===== src/hw/rtl/lcwh_pkg.sv =====
`default_nettype none

package lcwh_pkg;

  // histogram geometry
  localparam int CountBits = 32;
  localparam int Bins      = 256;
  localparam int BinW      = $clog2(Bins);
  localparam int NumLanes  = 4;
  localparam int OutCntW   = 32;

  // luma sum width and divide-by-100 reciprocal (exact for sums below 2^15)
  localparam int SumW       = 15;
  localparam int RecipMul   = 5243;
  localparam int RecipW     = 13;
  localparam int RecipShift = 19;
  localparam int ProdW      = SumW + RecipW;
  localparam int QuoW       = ProdW - RecipShift;

  // output queue
  localparam int QDepth = 8;
  localparam int QAw    = $clog2(QDepth);
  localparam int OccW   = $clog2(QDepth + 1);

  typedef logic [CountBits-1:0] cnt_t;

  typedef enum logic {
    OpPixel = 1'b0,
    OpRead  = 1'b1
  } op_e;

  typedef enum logic [1:0] {
    SelRed   = 2'd0,
    SelGreen = 2'd1,
    SelBlue  = 2'd2,
    SelOut   = 2'd3
  } hist_sel_e;

  typedef enum logic {
    CfgColour = 1'b0,
    CfgInvert = 1'b1
  } cfg_idx_e;

  // one accepted item
  typedef struct packed {
    op_e             op;
    logic [7:0]      red;
    logic [7:0]      green;
    logic [7:0]      blue;
    hist_sel_e       sel;
    logic [BinW-1:0] idx;
  } item_t;

  // item at the end of the luma pipeline
  typedef struct packed {
    logic            vld;
    op_e             op;
    hist_sel_e       sel;
    logic [BinW-1:0] idx;
    logic [7:0]      red;
    logic [7:0]      green;
    logic [7:0]      blue;
    logic [7:0]      gray;
  } luma_t;

  // read-modify-write request into one histogram lane
  typedef struct packed {
    logic            vld;
    logic            inc;
    logic [BinW-1:0] addr;
  } lane_req_t;

  typedef struct packed {
    logic [OutCntW-1:0] bin_count;
    logic [7:0]         gray_out;
  } res_t;

  // clip a counter to the 32-bit result field
  function automatic logic [OutCntW-1:0] sat_out(cnt_t c);
    logic [63:0] w;
    w = 64'(c);
    if (|w[63:OutCntW]) begin
      return '1;
    end
    return w[OutCntW-1:0];
  endfunction

endpackage

`default_nettype wire


===== src/hw/rtl/lcwh_merge.sv =====
`default_nettype none

module lcwh_merge
  import lcwh_pkg::*;
(
  input  wire logic  clk_i,
  input  wire logic  rst_ni,
  input  wire luma_t s3_i,
  input  wire cnt_t  cnt_i [NumLanes],
  output logic       res_vld_o,
  output res_t       res_o
);

  logic       s4_vld_q;
  op_e        s4_op_q;
  hist_sel_e  s4_sel_q;
  logic [7:0] s4_gray_q;
  cnt_t       pick;

  always_ff @(posedge clk_i or negedge rst_ni) begin
    if (!rst_ni) begin
      s4_vld_q <= 1'b0;
    end else begin
      s4_vld_q <= s3_i.vld;
    end
  end

  always_ff @(posedge clk_i) begin
    s4_op_q   <= s3_i.op;
    s4_sel_q  <= s3_i.sel;
    s4_gray_q <= s3_i.gray;
  end

  // choose the lane the read asked for
  always_comb begin
    unique case (s4_sel_q)
      SelRed:   pick = cnt_i[0];
      SelGreen: pick = cnt_i[1];
      SelBlue:  pick = cnt_i[2];
      SelOut:   pick = cnt_i[3];
      default:  pick = cnt_i[0];
    endcase
  end

  // pixels carry gray, reads carry a count
  always_comb begin
    res_vld_o = s4_vld_q;
    if (s4_op_q == OpRead) begin
      res_o.gray_out  = '0;
      res_o.bin_count = sat_out(pick);
    end else begin
      res_o.gray_out  = s4_gray_q;
      res_o.bin_count = '0;
    end
  end

endmodule

`default_nettype wire


===== config.mk =====
export PLATFORM = sky130hd
export DESIGN_NAME = lcwh_merge
export DESIGN_NICKNAME = d
export VERILOG_FILES = /design/src/hw/rtl/lcwh_pkg.sv /design/src/hw/rtl/lcwh_merge.sv
export SDC_FILE = /design/constraint.sdc
export NUM_CORES = 1
export LEC_CHECK = 0
export BUFFER_PORTS_ARGS = -buffer_cell sky130_fd_sc_hd__buf_2
export CORE_AREA = 2 2 84 86
export DETAILED_ROUTE_END_ITERATION = 10
export DIE_AREA = 0 0 86 88
export PLACE_DENSITY = 0.64
export SYNTH_ARGS = -nofsm -noshare
export SYNTH_HDL_FRONTEND = slang
export SYNTH_SLANG_ARGS = --single-unit

===== constraint.sdc =====
create_clock -name clk_i -period 1.3 [get_ports clk_i]
set_input_delay 0.13 -clock clk_i [delete_from_list [all_inputs] [get_ports clk_i]]
set_output_delay 0.13 -clock clk_i [all_outputs]
set_load 0.1 [all_outputs]

==> impl_metrics.py <==
metrics = {
    "sta": {
        "finalSetupTns_ns": -10.16,
        "whs_ns": 0.204,
        "setup_violations": 32,
        "fin_crit_sh_pct": 126,
        "worst_slew_pin_slew_ns": 0.483,
        "max_freq_mhz": 609,
        "rsz0062_at_grt": "yes",
        "hold_viol": 0,
        "fin_crit_ns": 1.64,
        "fin_ws_ns": -0.342,
        "drv_slew": 0,
        "slew_headroom_pct": 68.0,
    },
    "synth": {
        "synth_nets": 305,
        "syn_area_um2": 1280,
        "ys_ff_latch": 12,
        "synth-seq-area-share_pct": 19.2,
        "ys_types": 11,
        "synthCells": 131,
        "yosys_warnings": 0,
        "syn_area_per_cell_um2": 9.74,
    },
    "drt": {
        "wirelength_mm": 6.37,
        "viasPerCell": 4.69,
        "post_drt_wl_per_cell_um": 15.7,
        "vias": 1905,
        "drt_iter0_drc": 35,
        "drtPass1Iterations": 4,
        "postRouteAntennaNets": 0,
        "drc": 0,
    },
    "finish": {
        "final_cell_mix": "buf_2 (142), mux2i_2 (53), buf_12 (44), o22ai_4 (32), dlygate4sd3_1 (13)",
        "syn2layout_area_growth_pct": 206,
        "final_nets": 501,
        "diodes": 0,
        "drive_above_1_share_pct": 91.1,
        "layout_commonest_cell": "buf_2",
    },
    "pwr": {
        "p_seq_share_pct": 13.9,
        "power.density_cell_area_nw_per_um2": 741,
        "power_switching_mw": 1.37,
        "internal_power_mw": 1.52,
        "p_leak_nw": 1.62,
        "vdd_drop_max_mv": 0.622,
        "swShare_pct": 47.4,
        "combPwrFrac_pct": 74.1,
        "clockPowerShare_pct": 12.0,
    },
    "global_route": {
        "top_usage_layer": "met2",
        "grtUsageMet1_pct": 15.5,
        "grt_overflow": 0,
        "first_global_vias": 1938,
        "antenna_found_initial": 0,
        "groute.usage.overall_pct": 14.9,
        "met2_usage_pct": 30.2,
        "grt_pass1_wl_mm": 9.11,
        "grtUsageMet3_pct": 3.49,
        "grt_max_degree": 34,
    },
    "setup_path": {
        "cp-end-kind": "output port",
        "crit_required_ns": 1.17,
        "critical_path_class": "reg -> out",
        "arrival_ns": 1.51,
        "critPathLaunchType": "flop",
        "worst-path-max-fanout": 16,
    },
    "floorplan": {
        "chipHeight_um": 88,
        "start_util_pct": 19.2,
        "ios": 215,
        "coreArea_um2": 6640,
        "die_x_um": 86,
        "design.die.area_um2": 7570,
        "placementRows": 30,
    },
    "clock_network": {
        "clkSinkCount": 12,
        "clkTransAtPathRegs_ns": 0.05,
        "cts_tree": "built",
        "numCtsBuffers": 3,
        "clockRootBuffer": "clkbuf_8",
        "cts.htree.levels": 1,
        "clock_path_buffers": 2,
    },
    "outcome": {
        "status": "complete, but fails checks",
        "violations": "setup timing",
    },
    "flow_run": {
        "drv_cap": 0,
    },
    "place": {
        "place.gp.congestion": 0.804,
        "io_buffer_count": 182,
        "hpwl_mm": 4.50,
    },
    "hold_path": {
        "hp-class": "in -> async",
    },
}
==> power by group through the flow <==
stage	registers, mW	logic (mW)	clock network [mW]
detailed placement	0.405	1.93	0
global placement	0.404	1.91	0
finish	0.404	2.14	0.347
CTS	0.398	2.02	0.350
global route	0.405	2.22	0.370
floorplan	0.417	1.24	0
==> registers in the layout (all words and copies together) (netlist names) <==
name and cells:
s4_gray_q 8, s4_sel_q 2, res_vld_o 1, s4_op_q 1
==> Yosys cell counts <==
library cell | count | area (um2)
and2b_1 | 4 | 30.0
buf_4 | 1 | 7.51
buf_6 | 9 | 101
clkbuf_1 | 3 | 11.3
dfrtp_1 | 1 | 25.0
dfxtp_1 | 11 | 220
mux2i_1 | 64 | 641
nand2_2 | 1 | 6.26
nand2b_2 | 1 | 8.76
nor2b_1 | 4 | 25.0
o22ai_1 | 32 | 200
==> worst paths after layout <==
path	start	endpoint	slack [ns]	cells past startpoint
max	s4_sel_q[1]	res_o[38]	-0.34	4
min in group clk_i	s3_i[4]	s4_gray_q[4]	0.53	2
max in group asynchronous	rst_ni	res_vld_o	1.00	2
min	rst_ni	res_vld_o	0.20	2
==> through the flow <==
stage          std cells  util, %  worst slack [ns]  power (mW)  area (um2)
2_1_floorplan        131        -            -0.126        1.66        1820
5_1_grt              406     58.8            -0.398        3.00        3910
3_3_place_gp         387     50.6           -0.0463        2.31        3360
3_5_place_dp         387     50.6            -0.110        2.34        3360
6_report             406     58.8            -0.342        2.90        3910
4_1_cts              404     54.7            -0.330        2.76        3640
==> per-layer routing <==
layer,vias up,part of all wire (%),routed length (um)
li1,913,-,-
met1,879,34,2140
met2,109,57,3610
met3,4,8.8,562
met4,0,0.83,53
met5,-,0,0
==> kinds of logic (layout without fill, tap and decap cells) <==
family                 count (synthesis)  in the layout  share of synthesized area (%)
multiplexers                          64             64                           50.2
AO/OA/AOI/OAI                         32             32                           15.7
buffers and inverters                 13            208                           9.41
flip-flops                            12             12                           19.2
AND/OR/NAND/NOR                       10             10                           5.49
==> worst max-delay path: stages (launching register included) <==
cell and delay [ns]:
dfxtp_4 0.44, clkbuf_16 0.25, mux2i_2 0.28, o22ai_4 0.11, buf_12 0.17
==> final cells by class <==
type,instances,area [um2]
Timing Repair Buffer,204,1840
Tap cell,80,100
Clock buffer,4,45.0
Sequential cell,12,253
Fill cell,506,2740
Multi-Input combinational cell,106,1670
==> timing repair <==
| item | in CTS | in global routing |
|---|---|---|
| setup endpoints to repair | 36 | 36 |
| gates resized for setup | 27 | 48 |
| cloned | 0 | 2 |
| endpoints found under the hold margin | 13 | 0 |
| buffers inserted | 0 | 1 |
| hold buffers | 13 | 0 |
Note: power is estimated with default switching activity, not from simulation.
