File: src/hw/rtl/lcwh_pkg.sv
`default_nettype none

package lcwh_pkg;

  // histogram geometry
  localparam int CountBits = 32;
  localparam int Bins      = 256;
  localparam int BinW      = $clog2(Bins);
  localparam int NumLanes  = 4;
  localparam int OutCntW   = 32;

  // luma sum width and divide-by-100 reciprocal (exact for sums below 2^15)
  localparam int SumW       = 15;
  localparam int RecipMul   = 5243;
  localparam int RecipW     = 13;
  localparam int RecipShift = 19;
  localparam int ProdW      = SumW + RecipW;
  localparam int QuoW       = ProdW - RecipShift;

  // output queue
  localparam int QDepth = 8;
  localparam int QAw    = $clog2(QDepth);
  localparam int OccW   = $clog2(QDepth + 1);

  typedef logic [CountBits-1:0] cnt_t;

  typedef enum logic {
    OpPixel = 1'b0,
    OpRead  = 1'b1
  } op_e;

  typedef enum logic [1:0] {
    SelRed   = 2'd0,
    SelGreen = 2'd1,
    SelBlue  = 2'd2,
    SelOut   = 2'd3
  } hist_sel_e;

  typedef enum logic {
    CfgColour = 1'b0,
    CfgInvert = 1'b1
  } cfg_idx_e;

  // one accepted item
  typedef struct packed {
    op_e             op;
    logic [7:0]      red;
    logic [7:0]      green;
    logic [7:0]      blue;
    hist_sel_e       sel;
    logic [BinW-1:0] idx;
  } item_t;

  // item at the end of the luma pipeline
  typedef struct packed {
    logic            vld;
    op_e             op;
    hist_sel_e       sel;
    logic [BinW-1:0] idx;
    logic [7:0]      red;
    logic [7:0]      green;
    logic [7:0]      blue;
    logic [7:0]      gray;
  } luma_t;

  // read-modify-write request into one histogram lane
  typedef struct packed {
    logic            vld;
    logic            inc;
    logic [BinW-1:0] addr;
  } lane_req_t;

  typedef struct packed {
    logic [OutCntW-1:0] bin_count;
    logic [7:0]         gray_out;
  } res_t;

  // clip a counter to the 32-bit result field
  function automatic logic [OutCntW-1:0] sat_out(cnt_t c);
    logic [63:0] w;
    w = 64'(c);
    if (|w[63:OutCntW]) begin
      return '1;
    end
    return w[OutCntW-1:0];
  endfunction

endpackage

`default_nettype wire

File: src/hw/rtl/lcwh_luma.sv
`default_nettype none

module lcwh_luma
  import lcwh_pkg::*;
(
  input  wire logic  clk_i,
  input  wire logic  rst_ni,
  input  wire logic  in_vld_i,
  input  wire item_t item_i,
  input  wire logic  colour_i,
  input  wire logic  invert_i,
  output luma_t      s3_o
);

  logic            s1_vld_q, s2_vld_q, s3_vld_q;
  item_t           s1_q, s2_q, s3_q;
  logic [SumW-1:0] sum_d, sum_q;
  logic [ProdW-1:0] prod;
  logic [QuoW-1:0] quo_d, quo_q;
  logic [7:0]      lum, pre;

  // weighted sum of the three samples
  assign sum_d = SumW'(s1_q.red   * SumW'(30))
               + SumW'(s1_q.green * SumW'(59))
               + SumW'(s1_q.blue  * SumW'(11));

  // divide by 100 through the reciprocal
  assign prod  = ProdW'(sum_q) * ProdW'(RecipMul);
  assign quo_d = prod[ProdW-1:RecipShift];

  // valid bits
  always_ff @(posedge clk_i or negedge rst_ni) begin
    if (!rst_ni) begin
      s1_vld_q <= 1'b0;
      s2_vld_q <= 1'b0;
      s3_vld_q <= 1'b0;
    end else begin
      s1_vld_q <= in_vld_i;
      s2_vld_q <= s1_vld_q;
      s3_vld_q <= s2_vld_q;
    end
  end

  // payload stages
  always_ff @(posedge clk_i) begin
    s1_q  <= item_i;
    s2_q  <= s1_q;
    sum_q <= sum_d;
    s3_q  <= s2_q;
    quo_q <= quo_d;
  end

  // clamp, mode select and optional inversion
  always_comb begin
    lum = (quo_q > QuoW'(255)) ? 8'hFF : quo_q[7:0];
    pre = colour_i ? lum : s3_q.red;
    s3_o.vld   = s3_vld_q;
    s3_o.op    = s3_q.op;
    s3_o.sel   = s3_q.sel;
    s3_o.idx   = s3_q.idx;
    s3_o.red   = s3_q.red;
    s3_o.green = s3_q.green;
    s3_o.blue  = s3_q.blue;
    s3_o.gray  = invert_i ? ~pre : pre;
  end

endmodule

`default_nettype wire

File: config.mk
export PLATFORM = sky130hd
export DESIGN_NAME = lcwh_luma
export DESIGN_NICKNAME = d
export VERILOG_FILES = /design/src/hw/rtl/lcwh_pkg.sv /design/src/hw/rtl/lcwh_luma.sv
export SDC_FILE = /design/constraint.sdc
export NUM_CORES = 1
export LEC_CHECK = 0
export BUFFER_PORTS_ARGS = -buffer_cell sky130_fd_sc_hd__buf_4
export CAP_MARGIN = 0
export CORE_MARGIN = 2
export CORE_UTILIZATION = 50
export CTS_CLUSTER_DIAMETER = 120
export DETAILED_ROUTE_END_ITERATION = 8
export PLACE_DENSITY_LB_ADDON = 0.25
export SYNTH_ARGS = -nofsm -noshare
export SYNTH_HDL_FRONTEND = slang
export SYNTH_SLANG_ARGS = --single-unit
File: constraint.sdc
create_clock -name clk_i -period 5.03 [get_ports clk_i]
set_clock_uncertainty 0.1 [all_clocks]
set_input_delay 0.503 -clock clk_i [delete_from_list [all_inputs] [get_ports clk_i]]
set_output_delay 0.503 -clock clk_i [all_outputs]
set_load 0.005 [all_outputs]
==> results of run 1 <==
==> synthesized netlist by cell type (4+ instances only) <==
cell type  instances  area [um2]
a21o_1            12        90.1
clkbuf_1           4        15.0
xnor2_1           18         158
o21ai_0            8        40.0
ha_1             163        2040
dfxtp_1          129        2580
nor2_1            23        86.3
nand3_1            4        20.0
fa_1             133        2660
nand2_1           14        52.6
a21oi_1           34         170
a211oi_1           5        37.5
inv_1            222         833
nand4_1            4        25.0
xor2_1            18         158
==> cell families after synthesis <==
group | count (synthesis)
xor gates and xnor gates | 36
AOI/OAI and AO/OA | 74
DFF | 132
and+or+nand+nor | 59
buffers and inverters | 227
adders and majority gates | 296
==> how the worst min path moves through the flow <==
stage,slack (ns),to,depth (start not counted),start
2_1_floorplan,0.11,s1_vld_q,0,rst_ni
3_3_place_gp,0.19,s3_vld_q,1,rst_ni
3_5_place_dp,0.19,s3_vld_q,1,rst_ni
4_1_cts,0.06,s1_q[6],1,item_i[6]
5_1_grt,0.05,s1_q[6],1,item_i[6]
6_report,0.08,s1_q[6],1,item_i[6]
==> through the flow <==
step / hold WS, ns / std cells / TNS [ns] / instance area, um2 / setup slack, ns
after detailed placement: 0.194 / 1184 / -1.01 / 10600 / -0.296
after global placement: 0.195 / 1184 / -0.484 / 10600 / -0.138
after CTS: 0.0611 / 1220 / -0.197 / 11300 / -0.0963
after floorplan: 0.107 / 824 / 0 / 9280 / 0.00938
final: 0.0802 / 1221 / -0.140 / 11400 / -0.0638
after global routing: 0.0543 / 1221 / -1.53 / 11400 / -0.242
==> cell type report <==
type,instances,area [um2]
fill,1454,6730
multi-input combinational,465,5930
sequential,132,2670
timing repair buffer,141,1060
inverter,222,833
clock buffer,19,433
tap,229,287
clock inverter,13,148
==> layout by cell type, fill, tap and decap left out, drive strengths merged, types with 2 or more instances in the layout <==
cell / Yosys / final
inv: 222 / 227
ha: 163 / 163
buf: 1 / 140
fa: 133 / 133
dfxtp: 129 / 129
a21oi: 35 / 35
nor2: 23 / 23
clkbuf: 4 / 19
xor2: 18 / 18
xnor2: 18 / 18
nand2: 14 / 14
a21o: 12 / 12
o21ai: 8 / 8
a211oi: 5 / 5
nand3: 4 / 4
nand4: 4 / 4
o21bai: 3 / 3
nand2b: 3 / 3
nor3: 3 / 3
and3: 3 / 3
clkinvlp: 0 / 3
dfrtp: 3 / 3
nor2b: 3 / 3
clkinv: 0 / 3
a41oi: 2 / 2
bufinv: 0 / 2
a31o: 2 / 2
==> layer usage <==
metal / vias to the layer above / routed length, um
li1: 2857 / -
met1: 2845 / 8070
met2: 84 / 8830
met3: 16 / 586
met4: 0 / 206
met5: - / 0
==> sequential cells by signal (all words and copies together) (netlist names) <==
| signal | flops |
|---|---|
| s1_q | 35 |
| s2_q | 35 |
| s3_o | 35 |
| sum_q | 15 |
| quo_q | 9 |
| s1_vld_q | 1 |
| s2_vld_q | 1 |
| s3_vld_q | 1 |
==> timing repair <==
item | CTS | global route
pin swaps | 23 | 14
hold buffers | 1 | 0
buffers inserted | 3 | 1
hold endpoints to repair | 3 | 0
gates resized for setup | 21 | 15
endpoints found under the setup margin | 5 | 12
==> critical path, cell delays in order, from the launching register on <==
cell      delay (ns)
dfxtp_2         0.34
fa_1            0.58
fa_1            0.47
fa_2            0.38
a21oi_2         0.15
nor2_1          0.06
nor2_2          0.14
o21bai_1        0.10
a21oi_2         0.17
o21bai_1        0.10
a21oi_1         0.16
xor2_1          0.26
fa_1            0.49
fa_1            0.54
inv_1           0.07
ha_4            0.26
buf_4           0.13
a41oi_2         0.23
nand2b_1        0.09
xor2_1          0.14
==> metrics.md, run 1 <==
| Metric | Value |
|---|---|
| Critical path type | `reg2reg` |
| Post-synth ARST share | `0.0227` |
| Clock slew at reported path FFs | `roughly 0.060 ns` |
| Cells after Synth | `just over 800` |
| Die X | `about 140 um` |
| Worst Path Max Fanout | `5` |
| Overall Global Routing Usage | `0.193` |
| Hold Fails Final Rpt | `0` |
| DP HPWL | `around 15 mm` |
| Crit. End Element | `flip-flop` |
| Final Wtd Congestion | `around 0.84` |
| Critical path startpoint | `s1_q[28]` |
| Setup ws final | `-0.0638 ns` |
| Max Slew Vio Count | `0` |
| Register area share after synthesis | `0.287` |
| Remaining antenna violation count after routing | `0` |
| Synth Area in Simple Gates | `0.0291` |
| DR vias | `between 5000 and 6000` |
| Htree depth | `4` |
| Clk buf depth | `2` |
| Initial core utilization | `0.512` |
| Area Overhead vs Synth | `22.7%` |
| Syn_area_per_cell | `about 11 um2` |
| Clock latency on the worst-skew pair | `between 0.4 and 0.5 ns` |
| Largest net degree at the start of global routing | `17` |
| Synth cell types | `34` |
| Mapped Nets | `roughly 1200` |
| Setup-failing EPs final | `4` |
| Register-to-Register Path Depth | `19` |
| Synth Area in Adders | `0.508` |
| CTS buffer count | `17` |
| Row count | `49` |
| Critical Path Source Type | `flip-flop` |
| Routed WL | `between 15 and 20 mm` |
| Critical Path Sink | `sum_q[12]` |
| Worst-Margin Slew | `0.441 ns` |
| Synthesized flop and latch total | `about 130` |
| Worst EP required | `about 5.2 ns` |
| Core area | `between 0.015 and 0.02 mm2` |
| Fin util | `0.628` |
| Warnings from Yosys | `0` |
| Total global routing overflow | `0` |
| CTS sink cnt | `about 130` |
| Die Area | `roughly 0.020 mm2` |
| Root buf cell | `clkbuf_16` |
| Period utilization | `1.01` |
| Die height | `about 140 um` |
| Global route hottest layer | `met2` |
| Main combinational cell family by area after synthesis | `adder cells` |
| Mapped Area | `a little over 0.009 mm2` |
| Layout cells sized above 1 | `0.210` |
| M2 GR Usage | `0.332` |
| Max-cap violations | `0` |
| Antenna diode count | `0` |
| Initial antenna violation count | `0` |
| FF-to-FF setup slack | `-0.06 ns` |
| Primary FF master, synth | `dfxtp_1` |
| Post-synth EDFFs | `0` |
| Status | `complete, but fails checks` |
| Synth Area in Compound Gates | `0.0497` |
| R2r endpoint | `sum_q[12]` |
| Min cycle time layout | `about 5 ns` |
| Via/cell ratio | `about 4.8` |
| First-pass GRT wire length | `~29 mm` |
| Pre-Repair DR Iteration Count | `9` |
| I/O Pins | `84` |
| DR iter-0 viols | `about 150` |
| Arr. time, crit path | `~5.3 ns` |
| FF-to-FF Start | `s1_q[28]` |
| Peak Freq | `approximately 0.2 GHz` |
| M3 GR Usage | `0.0448` |
| Max_slew headroom | `0.703` |
| DRC viols | `1` |
| Met1 global-route usage | `0.248` |
| WL/cell | `14.5 um` |
| Failing checks | `DRC, setup timing` |
| Xor-xnor portion of the synthesized cell area | `0.0340` |
| CTS tree | `done` |
| Mux cell area share after synthesis | `0` |
| Port buffer count | `83` |
| Worst Hold Class | `in2reg` |
| Number of global-route vias before repair | `approximately 6300` |
| RSZ-0062 raised after global routing | `true` |
| Layout Nets | `1315` |
Power of run 1 is not shown: default switching activity piles up to over one toggle a cycle in this logic, so the estimate is an artifact.
==> run 2, diff against run 1 <==
- clock period: 5.03 -> 4.4 ns (I/O delays scaled with it)
==> run 2 against run 1 <==
Net effect: worst setup slack worse by 0.66 ns; via count increased by 4.4%; the flow still finishes with violations (DRC, setup timing); hold slack got worse by 0.063 ns; register-to-register slack got worse by 0.66 ns; flip-flop and latch count is the same; first-iteration DRC count up 4.1%; largest cell class unchanged.
==> metrics.md, run 2 (synthesis gave the netlist of run 1 again) <==
| Metric | Value |
|---|---|
| Remaining antenna violation count after routing | `0` |
| Root buf cell | `clkbuf_16` |
| WHS Path Cells | `1` |
| Row count | `between 40 and 50` |
| Total global routing overflow | `0` |
| Port buffer count | `83` |
| CTS buffer count | `17` |
| Area Overhead vs Synth | `33.1%` |
| FF-to-FF setup slack | `-0.72 ns` |
| Final setup TNS | `-6.57 ns` |
| Hold EP | `s1_q[3]` |
| Hold Fails Final Rpt | `0` |
| Via/cell ratio | `roughly 4.7` |
| Failing checks | `DRC, setup timing` |
| Final Wtd Congestion | `a little over 0.8` |
| DR iter-0 viols | `around 150` |
| Worst Hold Class | `in2reg` |
| DP HPWL | `~15 mm` |
| WP buf/inv | `3` |
| Period utilization | `1.16` |
| Critical path type | `reg2reg` |
| Setup ws final | `-0.723 ns` |
| Crit-path cells | `fa_2, fa_2, fa_2, a21oi_2, nor2_1, nor2_1, buf_4, xnor2_2, fa_1, inv_2, fa_2, fa_1, inv_2, ha_4, a21o_1, a31o_4, a41oi_4, nand2b_1, xor2_1` |
| Arr. time, crit path | `around 5.3 ns` |
| First-pass GRT wire length | `32.0 mm` |
| Worst-Margin Slew | `roughly 0.38 ns` |
| Die height | `~140 um` |
| Layout Nets | `between 1000 and 1500` |
| Clock slew at reported path FFs | `approximately 0.060 ns` |
| Register-to-Register Path Depth | `19` |
| FF-to-FF Start | `s1_q[28]` |
| Most frequent cells in the layout | `inv_1 (210), buf_4 (200), ha_1 (142)` |
| Max Slew Vio Count | `0` |
| Pre-Repair DR Iteration Count | `6` |
| Number of global-route vias before repair | `slightly below 7000` |
| Clock latency on the worst-skew pair | `between 0.4 and 0.5 ns` |
| Min cycle time layout | `5.12 ns` |
| R2r endpoint | `sum_q[12]` |
| Fin util | `0.682` |
| Worst Path Max Fanout | `4` |
| Hold_sp | `item_i[3]` |
| Initial antenna violation count | `1` |
| Initial core utilization | `0.512` |
| Layout cells sized above 1 | `0.323` |
| Status | `complete, but fails checks` |
| Critical Path Source Type | `flip-flop` |
| Setup-failing EPs final | `17` |
| Peak Freq | `between 0.15 and 0.2 GHz` |
| RSZ-0062 raised after global routing | `true` |
| Crit. End Element | `flip-flop` |
| Antenna diode count | `0` |
| Core area | `roughly 0.018 mm2` |
| I/O Pins | `84` |
| Routed WL | `approximately 19 mm` |
| Hold Slack | `roughly 0.018 ns` |
| DR vias | `6058` |
| Die X | `140 um` |
| Htree depth | `4` |
| Post-Place Worst Slack | `-0.721 ns` |
| Max-cap violations | `0` |
| Clk buf depth | `2` |
| Most frequent CP cell | `fa_2` |
| Max_slew headroom | `0.748` |
| Worst EP required | `4.60 ns` |
| Largest net degree at the start of global routing | `17` |
| CP top delay family | `adder cells` |
| DRC viols | `3` |
| CTS sink cnt | `around 130` |
| CTS tree | `done` |
| Commonest non-fill, non-tap cell in the layout | `inv_1` |
| WL/cell | `15.0 um` |
| CP max-delay cell | `fa_2` |
| CP max stage delay | `between 0.6 and 0.7 ns` |
| Overall Global Routing Usage | `0.211` |
| Die Area | `a little under 0.02 mm2` |
==> run 2: area by class of cell <==
type	count	area [um2]
Tap cell	229	287
Fill cell	1299	5760
Timing Repair Buffer	206	1580
Clock buffer	19	443
Multi-Input combinational cell	465	6300
Inverter	222	833
Sequential cell	132	2690
Clock inverter	13	196
==> run 2: repair_timing <==
action | 4_1_cts | 5_1_grt
pin swaps | 43 | 31
hold endpoints to repair | 3 | 1
setup endpoints to repair | 19 | 19
buffers inserted | 7 | 1
gates resized for setup | 51 | 40
hold buffers | 1 | 1
==> run 2: how the worst max path moves through the flow <==
stage / to / depth (start not counted) / startpoint
floorplan: sum_q[14] / 15 / s1_q[28]
global placement: quo_q[8] / 19 / sum_q[6]
detailed placement: sum_q[14] / 19 / s1_q[28]
CTS: sum_q[14] / 18 / s1_q[27]
global route: sum_q[12] / 19 / s1_q[28]
finish: sum_q[12] / 19 / s1_q[28]
==> run 2: per-layer routing <==
metal / wire length (um) / GRT usage / vias up / share of wire
li1: - / - / 2978 / -
met1: 8190 / 0.255 / 2982 / 0.43
met2: 10200 / 0.382 / 73 / 0.53
met3: 543 / 0.0448 / 23 / 0.028
met4: 297 / 0.0548 / 2 / 0.015
met5: 10 / 0 / - / 0.00052
==> run 2: per-stage QoR <==
step	instances	instance area [um2]
5_1_grt	1286	12300
2_1_floorplan	824	9430
3_5_place_dp	1244	11200
3_3_place_gp	1244	11200
4_1_cts	1284	12100
6_report	1286	12300
Power of run 2 is left out for the same reason.
