--- config.mk ---
export PLATFORM = sky130hd
export DESIGN_NAME = lcwh_outq
export DESIGN_NICKNAME = d
export VERILOG_FILES = /design/src/hw/rtl/lcwh_pkg.sv /design/src/hw/rtl/lcwh_outq.sv
export SDC_FILE = /design/constraint.sdc
export NUM_CORES = 1
export LEC_CHECK = 0
export ABC_AREA = 1
export BUFFER_PORTS_ARGS = -buffer_cell sky130_fd_sc_hd__buf_4
export CORE_ASPECT_RATIO = 1.75
export CORE_MARGIN = 8
export CORE_UTILIZATION = 40
export CTS_CLUSTER_SIZE = 8
export DETAILED_ROUTE_END_ITERATION = 7
export SLEW_MARGIN = 20
export SYNTH_ARGS = -nofsm -noshare
export SYNTH_HDL_FRONTEND = slang
export SYNTH_SLANG_ARGS = --single-unit
--- constraint.sdc ---
create_clock -name clk_i -period 4.5 [get_ports clk_i]
set_clock_uncertainty 0.15 [all_clocks]
set_input_delay 0.45 -clock clk_i [delete_from_list [all_inputs] [get_ports clk_i]]
set_output_delay 0.45 -clock clk_i [all_outputs]
set_load 0.01 [all_outputs]
--- src/hw/rtl/lcwh_pkg.sv ---
`default_nettype none

package lcwh_pkg;

  // histogram geometry
  localparam int CountBits = 32;
  localparam int Bins      = 256;
  localparam int BinW      = $clog2(Bins);
  localparam int NumLanes  = 4;
  localparam int OutCntW   = 32;

  // luma sum width and divide-by-100 reciprocal (exact for sums below 2^15)
  localparam int SumW       = 15;
  localparam int RecipMul   = 5243;
  localparam int RecipW     = 13;
  localparam int RecipShift = 19;
  localparam int ProdW      = SumW + RecipW;
  localparam int QuoW       = ProdW - RecipShift;

  // output queue
  localparam int QDepth = 8;
  localparam int QAw    = $clog2(QDepth);
  localparam int OccW   = $clog2(QDepth + 1);

  typedef logic [CountBits-1:0] cnt_t;

  typedef enum logic {
    OpPixel = 1'b0,
    OpRead  = 1'b1
  } op_e;

  typedef enum logic [1:0] {
    SelRed   = 2'd0,
    SelGreen = 2'd1,
    SelBlue  = 2'd2,
    SelOut   = 2'd3
  } hist_sel_e;

  typedef enum logic {
    CfgColour = 1'b0,
    CfgInvert = 1'b1
  } cfg_idx_e;

  // one accepted item
  typedef struct packed {
    op_e             op;
    logic [7:0]      red;
    logic [7:0]      green;
    logic [7:0]      blue;
    hist_sel_e       sel;
    logic [BinW-1:0] idx;
  } item_t;

  // item at the end of the luma pipeline
  typedef struct packed {
    logic            vld;
    op_e             op;
    hist_sel_e       sel;
    logic [BinW-1:0] idx;
    logic [7:0]      red;
    logic [7:0]      green;
    logic [7:0]      blue;
    logic [7:0]      gray;
  } luma_t;

  // read-modify-write request into one histogram lane
  typedef struct packed {
    logic            vld;
    logic            inc;
    logic [BinW-1:0] addr;
  } lane_req_t;

  typedef struct packed {
    logic [OutCntW-1:0] bin_count;
    logic [7:0]         gray_out;
  } res_t;

  // clip a counter to the 32-bit result field
  function automatic logic [OutCntW-1:0] sat_out(cnt_t c);
    logic [63:0] w;
    w = 64'(c);
    if (|w[63:OutCntW]) begin
      return '1;
    end
    return w[OutCntW-1:0];
  endfunction

endpackage

`default_nettype wire

--- src/hw/rtl/lcwh_outq.sv ---
`default_nettype none

module lcwh_outq
  import lcwh_pkg::*;
(
  input  wire logic clk_i,
  input  wire logic rst_ni,
  input  wire logic push_i,
  input  wire res_t data_i,
  input  wire logic pop_i,
  output logic      vld_o,
  output res_t      data_o
);

  res_t           q [QDepth];
  logic [QAw-1:0] wr_ptr_q, rd_ptr_q;
  logic [OccW-1:0] cnt_q;

  assign vld_o  = (cnt_q != '0);
  assign data_o = q[rd_ptr_q];

  // storage
  always_ff @(posedge clk_i) begin
    if (push_i) begin
      q[wr_ptr_q] <= data_i;
    end
  end

  // pointers and fill level
  always_ff @(posedge clk_i or negedge rst_ni) begin
    if (!rst_ni) begin
      wr_ptr_q <= '0;
      rd_ptr_q <= '0;
      cnt_q    <= '0;
    end else begin
      if (push_i) begin
        wr_ptr_q <= wr_ptr_q + 1'b1;
      end
      if (pop_i && vld_o) begin
        rd_ptr_q <= rd_ptr_q + 1'b1;
      end
      cnt_q <= cnt_q + OccW'(push_i) - OccW'(pop_i && vld_o);
    end
  end

  // the credit scheme upstream must never overfill the queue
  assert property (@(posedge clk_i) disable iff (!rst_ni)
    push_i |-> (cnt_q < OccW'(QDepth)))
    else $error("result pushed into a full queue");

  assert property (@(posedge clk_i) disable iff (!rst_ni)
    (push_i && !(pop_i && vld_o)) |=> (cnt_q == $past(cnt_q) + 1'b1))
    else $error("queue fill level lost a push");

endmodule

`default_nettype wire

==> results of run 1 <==
==> routing by layer <==
metal  vias to the layer above  routed length (µm)  track usage, %
li1                       4742                   -               -
met1                      4655               13400            17.6
met2                       226               18300            28.9
met3                        69                1450            2.36
met4                         0                1050            6.34
met5                         -                   0               0
==> critical path: stages, from the launching register on <==
cell	delay, ns
dfrtp_4	0.62
inv_8	0.64
buf_4	0.53
nand2_1	0.11
nand3_1	0.09
nand2_1	0.09
nand2_1	0.06
nand2_1	0.05
buf_4	0.14
==> cells in the final DEF, fill, tap and decap left out, types with 2 or more instances in the layout <==
cell and n:
buf_4 104, clkbuf_1 19, clkbuf_16 47, clkinv_1 2
clkinv_2 2, dfrtp_1 7, dfrtp_4 2, dlygate4sd3_1 41
edfxtp_1 320, ha_1 7, inv_1 239, inv_2 93
nand2_1 477, nand2_2 6, nand2_4 50, nand3_1 112
nand3_2 50, nor2_4 8, o21ai_1 3, xnor2_1 2
xor2_1 3
==> sequential cells by signal, indices dropped and copies added (netlist names) <==
name,cells
q,320
cnt_q,4
rd_ptr_q,3
wr_ptr_q,3
==> final timing paths <==
kind                                   from     endpoint
max in group asynchronous            rst_ni  rd_ptr_q[0]
min in group asynchronous            rst_ni  rd_ptr_q[2]
worst max-delay path            rd_ptr_q[0]   data_o[17]
worst max register to register  wr_ptr_q[0]     q[2][24]
worst min-delay path             data_i[13]     q[2][13]
worst min register to register  wr_ptr_q[0]  wr_ptr_q[0]
==> layout make-up <==
type / count / area (µm²) / share of cell area [%]
multi-input combinational: 721 / 3720 / 20.7
clock inverter: 2 / 16.3 / 0.0907
clock buffer: 66 / 1250 / 6.96
tap: 480 / 601 / 3.35
sequential: 330 / 9870 / 55.0
inverter: 337 / 1270 / 7.11
timing repair buffer: 146 / 1200 / 6.71
antenna: 1 / 2.50 / 0.0140
==> power by group <==
part	internal, W	switching (W)	total, W	leakage [nW]
combinational	0.00139	0.00269	0.00407	4.58
sequential	0.00375	0.000137	0.00389	3.02
clock	0.00189	0.00119	0.00308	0.606
==> through the flow <==
step	worst slack, ns	utilization, %	total power (W)
6_report	0.962	47.6	0.0110
5_1_grt	0.760	47.6	0.0117
4_1_cts	0.906	47.6	0.0112
3_5_place_dp	1.49	43.2	0.00808
3_3_place_gp	1.50	43.2	0.00801
2_1_floorplan	1.44	-	0.00678
==> what timing repair did <==
item	4_1_cts	5_1_grt
hold buffers	41	0
endpoints found under the hold margin	310	0
gates resized for setup	0	0
==> cells by family (layout without fill, tap and decap cells) <==
kind of cell	Yosys count	in the layout	synth area share, %
flip-flops	330	330	64.7
AO/OA/AOI/OAI	4	4	0.131
adder cells (fa/ha/maj)	8	8	0.706
buffers and inverters	398	551	11.3
AND/OR/NAND/NOR	704	704	22.9
XOR/XNOR	5	5	0.288
other	0	1	0
==> impl_metrics.csv, run 1 <==
group,metric,value,unit
status,status,"finished clean",
worst_setup_path,crit_fanout,96,
layout,drive_gt1_share,23.0,%
logic_synthesis,postSynth.asyncResetShare,3.03,%
logic_synthesis,synth_commonest_cells,"477 x nand2_1, 320 x edfxtp_1, 240 x inv_1",
layout,final_cell_area,0.0179,mm²
logic_synthesis,ys_top_cells_by_area,"edfxtp_1 63%, nand2_1 12%, inv_1 5.9%",
timing,grt_setup_unrepaired,"no",
route,drt-initial-drc-count,668,
logic_synthesis,yosys.cell_count.top_type,"nand2_1",
clock_network,clk-insertion-delay-late,0.53,ns
worst_setup_path,worstPathRequired,3.90,ns
global_route,grt_pass1_vias,10100,
pwr,p_leak,8.21,nW
worst_setup_path,cp-end-kind,"primary output",
route,vias,9692,
die,ios,85,
clock_network,postCtsSetupBuffers,0,
worst_setup_path,arrival,2.94,ns
die,num_rows,94,
pwr,vdd_drop_max,0.414,mV
clock_network,clk_path_buf_depth,3,
logic_synthesis,synth_edf_count,320,
clock_network,cts_root_buf,"clkbuf_16",
timing,final.period_utilization,78.6,%
placed_design,place_congestion,0.810,
global_route,grt.total_usage,15.7,%
layout,nFillCells,3374,
timing,slew-limit-headroom,35.8,%
placed_design,placement.io_buffers,84,
timing,final-max-slew-violation-count,0,
worst_setup_path,path_class,"flip-flop to primary output",
flow_run,drv_cap,0,
timing,finalHoldViolCount,0,
global_route,antenna_found_initial,1,
route,viasPerCell,4.65,
timing,fmax,0.283,GHz
route,wl_per_cell,16.5,µm
clock_network,numCtsBuffers,47,
route,wirelength,34300,µm
die,fp.dieH,274,µm
logic_synthesis,yosysSeqAreaShare,64.7,%
worst_hold_path,min_path_type,"primary input to flip-flop",
worst_hold_path,whs_path_depth,1,
layout,areaGrowthSynthToFinish,17.7,%
clock_network,cts_tree,"built",
logic_synthesis,syn_nets,1501,
die,die_area,0.0448,mm²
placed_design,place_inst,1973,
clock_network,clock_sinks,330,
placed_design,dp.final_hpwl,19200,µm
logic_synthesis,synth_ff_type,"edfxtp_1",
route,drtAntennaViolNets,0,
die,start_util,40.5,%
logic_synthesis,synthCells,1449,
logic_synthesis,syn-cell-area,0.0152,mm²
timing,max_slew.worst_pin.slew,0.961,ns
die,core_area,0.0376,mm²
layout,final_cells,2083,
worst_setup_path,startpoint_type,"flip-flop",
logic_synthesis,syn_avg_cell_area,10.5,µm²
global_route,grt_max_degree,97,
timing,fin_crit,3.54,ns
layout,nets,1635,
global_route,grt.overflow.total,0,
die,die_w,164,µm
worst_setup_path,r2r_cells,3,
route,remaining_drc_errors,0,
route,first_pass_iters,5,
pwr,powerDensity,616,mW/mm²
clock_network,htreeDepth,2,
timing,setup_viol,0,
logic_synthesis,yosys.area.top_type,"edfxtp_1",
logic_synthesis,synth_cell_types,26,
logic_synthesis,synth_top_area_share,63.1,%
logic_synthesis,ys_warn_count,0,
clock_network,clkTransAtPathRegs,0.05,ns
placed_design,place_area,0.0163,mm²
global_route,grt_pass1_wl,54200,µm
timing,whs,0.0364,ns
timing,tns,0,ns
logic_synthesis,ys_seq_elements,330,
worst_setup_path,r2r_slack,2.06,ns
(Power assumes the default switching activity.)
==> run 2: changes to the inputs <==
ABC_AREA = 0   (was 1)
clock period = 3.3 ns   (was 4.5 ns; I/O delays follow)
==> run 2 against run 1 <==
Sequential cell count stayed put. Synthesized cell count fell by 64%. Clock power increased by 38%. Sequential share of layout area increased by 7.3 points. Non-clock buffer count shrank 4. Die area shrank 14%. Sequential power increased by 46%. Cell area is 12% lower. Utilization up 1.8 points. Critical endpoint is now data_o[23].
==> impl_metrics.csv, run 2 <==
group,metric,value,unit
status,status,"finished clean",
worst_hold_path,min_path_type,"primary input to flip-flop",
placed_design,place_congestion,0.665,
worst_setup_path,cp_top_family,"multiplexers",
logic_synthesis,syn_avg_cell_area,24.9,µm²
worst_setup_path,worstReg2RegEnd,"cnt_q[1]",
timing,grt_setup_unrepaired,"no",
die,core_area,0.0320,mm²
worst_hold_path,holdCritStartpoint,"data_i[32]",
logic_synthesis,synthCells,517,
global_route,grt.overflow.total,0,
logic_synthesis,synth_mux_area_share,20.0,%
die,die_w,152,µm
logic_synthesis,synth_edf_count,320,
logic_synthesis,postSynth.asyncResetShare,3.03,%
route,wirelength,25600,µm
worst_setup_path,max_stage_delay,0.66,ns
die,start_util,40.2,%
timing,whs,0.420,ns
clock_network,cts_tree,"built",
layout,final_cell_mix,"320 x edfxtp_1, 94 x buf_4, 79 x mux4_1, 48 x clkbuf_16, 44 x dlygate4sd3_1",
logic_synthesis,synth_top_area_share,74.7,%
timing,fmax,0.326,GHz
global_route,grt_max_degree,53,
flow_run,drv_cap,0,
timing,slew-limit-headroom,50.3,%
worst_hold_path,hold_path_end,"q[4][32]",
layout,areaGrowthSynthToFinish,23.0,%
clock_network,clk_path_buf_depth,3,
worst_setup_path,cp_cell_sequence,"buf_12 > mux4_1 > mux2_2 > buf_4",
worst_setup_path,startpoint_type,"flip-flop",
worst_setup_path,cp-end-kind,"primary output",
timing,setup_viol,0,
die,num_rows,87,
pwr,powerDensity,874,mW/mm²
clock_network,clkTransAtPathRegs,0.05,ns
logic_synthesis,synth_ff_type,"edfxtp_1",
logic_synthesis,synth_cell_types,22,
global_route,grt_pass1_vias,6382,
layout,nets,737,
timing,final.period_utilization,92.9,%
layout,largest_reg_flops,320,
worst_setup_path,r2r_slack,0.66,ns
worst_setup_path,slowest_stage,"dfrtp_4",
route,wl_per_cell,23.1,µm
global_route,antenna_found_initial,2,
clock_network,numCtsBuffers,47,
worst_setup_path,path_class,"flip-flop to primary output",
logic_synthesis,yosys.cell_count.top_type,"edfxtp_1",
logic_synthesis,syn-cell-area,0.0129,mm²
clock_network,htreeDepth,2,
logic_synthesis,yosysSeqAreaShare,76.6,%
clock_network,clock_sinks,330,
timing,setup_ws,0.233,ns
placed_design,dp_slack,0.662,ns
timing,finalHoldViolCount,0,
logic_synthesis,synth_top_family_by_area,"multiplexers",
layout,antenna_cells,0,
logic_synthesis,yosys.area.top_type,"edfxtp_1",
layout,drive_gt1_share,28.9,%
clock_network,clk-insertion-delay-late,0.53,ns
worst_hold_path,whs_path_depth,2,
layout,reg.largest.list,"q: 320 flops, cnt_q: 4 flops",
placed_design,dp.final_hpwl,13800,µm
logic_synthesis,ys_warn_count,0,
pwr,p_leak,5.50,nW
logic_synthesis,syn_nets,569,
worst_setup_path,r2r_start,"cnt_q[2]",
placed_design,place_area,0.0141,mm²
timing,tns,0,ns
placed_design,placement.io_buffers,84,
clock_network,cts_root_buf,"clkbuf_16",
route,first_pass_iters,4,
die,die_area,0.0384,mm²
die,fp.dieH,253,µm
die,ios,85,
worst_setup_path,r2r_cells,11,
logic_synthesis,synth-compound-area-share,0.0972,%
logic_synthesis,ys_seq_elements,330,
route,drt-initial-drc-count,258,
pwr,vdd_drop_max,0.517,mV
layout,final_cell_area,0.0158,mm²
global_route,grt.total_usage,13.5,%
worst_setup_path,worstPathRequired,2.82,ns
timing,final-max-slew-violation-count,0,
logic_synthesis,synth_fa_ha_area_share,0.836,%
timing,fin_crit,3.07,ns
route,drtAntennaViolNets,0,
global_route,grt_pass1_wl,38000,µm
route,vias,5768,
worst_setup_path,arrival,2.59,ns
logic_synthesis,synthSimpleGateAreaFrac,0.622,%
logic_synthesis,synthXorXnorAreaFrac,0.408,%
worst_setup_path,path_buf_inv,2,
timing,max_slew.worst_pin.slew,0.746,ns
worst_setup_path,crit_fanout,34,
route,viasPerCell,5.21,
logic_synthesis,ys_top_cells_by_area,"edfxtp_1 75%, mux4_1 16%, mux2_2 3.7%",
layout,regMostFlops,"q",
layout,layout_commonest_cell,"edfxtp_1",
clock_network,postCtsSetupBuffers,0,
logic_synthesis,synth_commonest_cells,"320 x edfxtp_1, 79 x mux4_1, 42 x mux2_2",
route,remaining_drc_errors,0,
run 2: final cells by class:
type                            count  area (µm²)
Clock inverter                      3        33.8
Inverter                            9        33.8
Multi-Input combinational cell    155        2890
Fill cell                        2558       16200
Clock buffer                       68        1280
Sequential cell                   330        9870
Timing Repair Buffer              142        1230
Tap cell                          400         500
run 2: cell families (layout without fill, tap and decap cells):
logic type                 count (synthesis)  after routing
DFF                                      330            330
muxes                                    122            122
buffers and inverters                     32            222
and+or+nand+nor                           17             17
adders and majority gates                  8              8
xor gates and xnor gates                   6              6
AOI/OAI and AO/OA                          2              2
run 2: worst reg2reg max path: cells and delay by family (launching register included):
| family | cells | cell delay, ns |
|---|---|---|
| buf+inv | 5 | 0.32 |
| fa+ha+maj | 4 | 1.08 |
| flops | 1 | 0.35 |
| simple gates | 2 | 0.62 |
run 2: per-stage QoR:
| step | power [W] | std cells | util (%) |
|---|---|---|---|
| after floorplan | 0.00809 | 517 | - |
| after global placement | 0.00960 | 992 | 44.0 |
| after detailed placement | 0.00974 | 992 | 44.0 |
| after CTS | 0.0141 | 1107 | 49.5 |
| after global routing | 0.0144 | 1107 | 49.5 |
| final | 0.0138 | 1107 | 49.5 |
run 2: metal layers:
metal | vias to the layer above | wire length [µm] | track usage, %
li1 | 2585 | - | -
met1 | 3017 | 9570 | 14.6
met2 | 110 | 14200 | 24.9
met3 | 52 | 1020 | 2.34
met4 | 4 | 689 | 5.88
met5 | - | 22 | 0
run 2: worst max-delay path by stage:
| stage | to | startpoint | cells after the start | slack (ns) |
|---|---|---|---|---|
| finish | data_o[23] | rd_ptr_q[0] | 4 | 0.23 |
| global route | data_o[32] | rd_ptr_q[0] | 4 | 0.15 |
| CTS | data_o[23] | rd_ptr_q[0] | 4 | 0.17 |
| detailed placement | cnt_q[1] | cnt_q[2] | 11 | 0.66 |
| global placement | cnt_q[1] | cnt_q[2] | 11 | 0.77 |
| floorplan | q[1][0] | wr_ptr_q[2] | 2 | 0.40 |
run 2: what timing repair did:
item / CTS / global route
gates resized for setup: 0 / 0
hold buffers: 44 / 0
hold endpoints to repair: 335 / 0
run 2: power by group:
part | switching, W | internal, W | total [W]
logic | 0.00183 | 0.00208 | 0.00391
clock network | 0.00162 | 0.00263 | 0.00425
registers | 0.000370 | 0.00530 | 0.00567
==> run 3: changes to the inputs <==
CORE_UTILIZATION = 55   (was 40)
PLACE_DENSITY = 0.73   (was not set)
==> run 3 against run 2 <==
Count of clock-buffer cells in the layout shrank 3. Non-clock buffer count increased by 7. Sequential share of layout area up 0.21 points. Clock power is 1% lower. Cell area is 0.34% lower. Utilization up 19 points. Combinational power is essentially flat. Global-route usage grew 3.8 points. First-iteration DRC count rose by 50%. Worst setup slack got worse by 0.034 ns. Hold slack lost 0.010 ns. Sequential cell count did not move. Largest cell class unchanged.
==> impl_metrics.csv, run 3 (synthesized netlist as in run 2, its figures left out) <==
group,metric,value,unit
status,status,"finished clean",
worst_setup_path,critPathLaunch,"rd_ptr_q[0]",
worst_setup_path,path_class,"flip-flop to primary output",
worst_setup_path,worstPathRequired,2.82,ns
clock_network,clock_sinks,330,
clock_network,htreeDepth,2,
placed_design,dp.final_hpwl,13700,µm
timing,final-max-slew-violation-count,0,
die,start_util,55.6,%
timing,max_slew.worst_pin.slew,0.724,ns
clock_network,clkTransAtPathRegs,0.05,ns
timing,fmax,0.323,GHz
pwr,vdd_drop_max,0.547,mV
flow_run,drv_cap,0,
global_route,grt_max_degree,45,
worst_setup_path,startpoint_type,"flip-flop",
route,viasPerCell,5.81,
route,wirelength,24700,µm
timing,tns,0,ns
timing,slew-limit-headroom,51.8,%
pwr,powerDensity,875,mW/mm²
layout,multi_input_area,0.00289,mm²
global_route,grt.overflow.total,0,
clock_network,clk-insertion-delay-late,0.53,ns
route,drt-initial-drc-count,387,
layout,regMostFlops,"q",
layout,final_cell_area,0.0158,mm²
clock_network,cts_tree,"built",
worst_setup_path,crit_fanout,17,
timing,fin_crit,3.10,ns
placed_design,place_area,0.0140,mm²
layout,final_cell_mix,"320 x edfxtp_1, 99 x buf_4, 79 x mux4_1, 48 x clkbuf_16, 45 x dlygate4sd3_1",
layout,areaGrowthSynthToFinish,22.6,%
global_route,antenna_found_initial,1,
worst_setup_path,arrival,2.62,ns
die,die_w,132,µm
placed_design,place_congestion,0.683,
clock_network,clk_path_buf_depth,3,
layout,drive_gt1_share,29.5,%
layout,nFillCells,1420,
timing,setup_viol,0,
timing,grt_setup_unrepaired,"no",
layout,largest_reg_flops,320,
timing,final.period_utilization,94.0,%
timing,setup_ws,0.199,ns
route,remaining_drc_errors,0,
global_route,grt_pass1_wl,37700,µm
placed_design,dp_slack,0.616,ns
worst_hold_path,min_path_type,"flip-flop to flip-flop",
route,wl_per_cell,24.3,µm
placed_design,placement.io_buffers,84,
worst_hold_path,holdCritStartpoint,"wr_ptr_q[1]",
worst_setup_path,cp-end-kind,"primary output",
die,die_area,0.0287,mm²
global_route,grt.total_usage,17.3,%
clock_network,cts_root_buf,"clkbuf_16",
timing,finalHoldViolCount,0,
pwr,p_leak,5.53,nW
clock_network,numCtsBuffers,47,
die,fp.dieH,218,µm
layout,layout_commonest_cell,"edfxtp_1",
layout,reg.largest.list,"q: 320 flops, cnt_q: 4 flops",
global_route,grt_pass1_vias,6612,
layout,regArea,0.00987,mm²
route,drtAntennaViolNets,0,
route,vias,5904,
layout,nets,744,
timing,whs,0.410,ns
worst_setup_path,r2r_start,"cnt_q[2]",
die,num_rows,74,
route,first_pass_iters,5,
die,core_area,0.0231,mm²
die,ios,85,
[run 3: changes by cell type in the layout (fill, tap and decap cells not counted)]
cell / delta
buf_4: +5
clkbuf_1: -3
buf_16: +1
diode_2: +1
dlygate4sd3_1: +1
[run 3: cell type report]
cell class / instances / area share, %
clock inverter: 3 / 0.214
sequential: 330 / 62.6
clock buffer: 65 / 8.02
inverter: 9 / 0.214
multi-input combinational: 155 / 18.3
tap: 304 / 2.41
timing repair buffer: 149 / 8.25
antenna: 1 / 0.0159
[run 3: timing repair]
action,4_1_cts,5_1_grt
gates resized for setup,0,0
hold buffers,45,0
buffers inserted,0,1
endpoints found under the hold margin,335,0
endpoints found under the setup margin,0,3
[run 3: path summary, 6_finish.rpt]
path | endpoint | slack [ns] | cells past startpoint
worst min register to register | wr_ptr_q[1] | 0.41 | 1
min in group asynchronous | cnt_q[0] | 0.55 | 3
max in group asynchronous | wr_ptr_q[2] | 1.67 | 4
worst max register to register | cnt_q[2] | 0.67 | 11
worst max-delay path | data_o[21] | 0.20 | 4
worst min-delay path | wr_ptr_q[1] | 0.41 | 1
[run 3: metrics by stage]
stage / util (%) / total power, W / std cells
global placement: 60.5 / 0.00954 / 901
floorplan: - / 0.00809 / 517
detailed placement: 60.5 / 0.00967 / 901
finish: 68.2 / 0.0138 / 1016
CTS: 68.0 / 0.0139 / 1014
global route: 68.2 / 0.0144 / 1016
[run 3: power breakdown]
group / switching [W] / total, W / internal [W]
clock: 0.00157 / 0.00419 / 0.00262
sequential: 0.000398 / 0.00570 / 0.00530
combinational: 0.00179 / 0.00392 / 0.00214
total: 0.00375 / 0.0138 / 0.0101
[run 3: worst max-delay path, cell delays in order, from the launching register on]
cell	delay, ns
dfrtp_4	0.67
buf_4	0.34
mux4_1	0.63
mux2_2	0.31
buf_4	0.15
[run 3: routing by layer]
metal  vias to the layer above  routed length [µm]  track usage, %
li1                       2597                   -               -
met1                      3067                9560            20.2
met2                       209               13300            30.8
met3                        31                1440            3.43
met4                         0                 441            6.69
met5                         -                   0               0
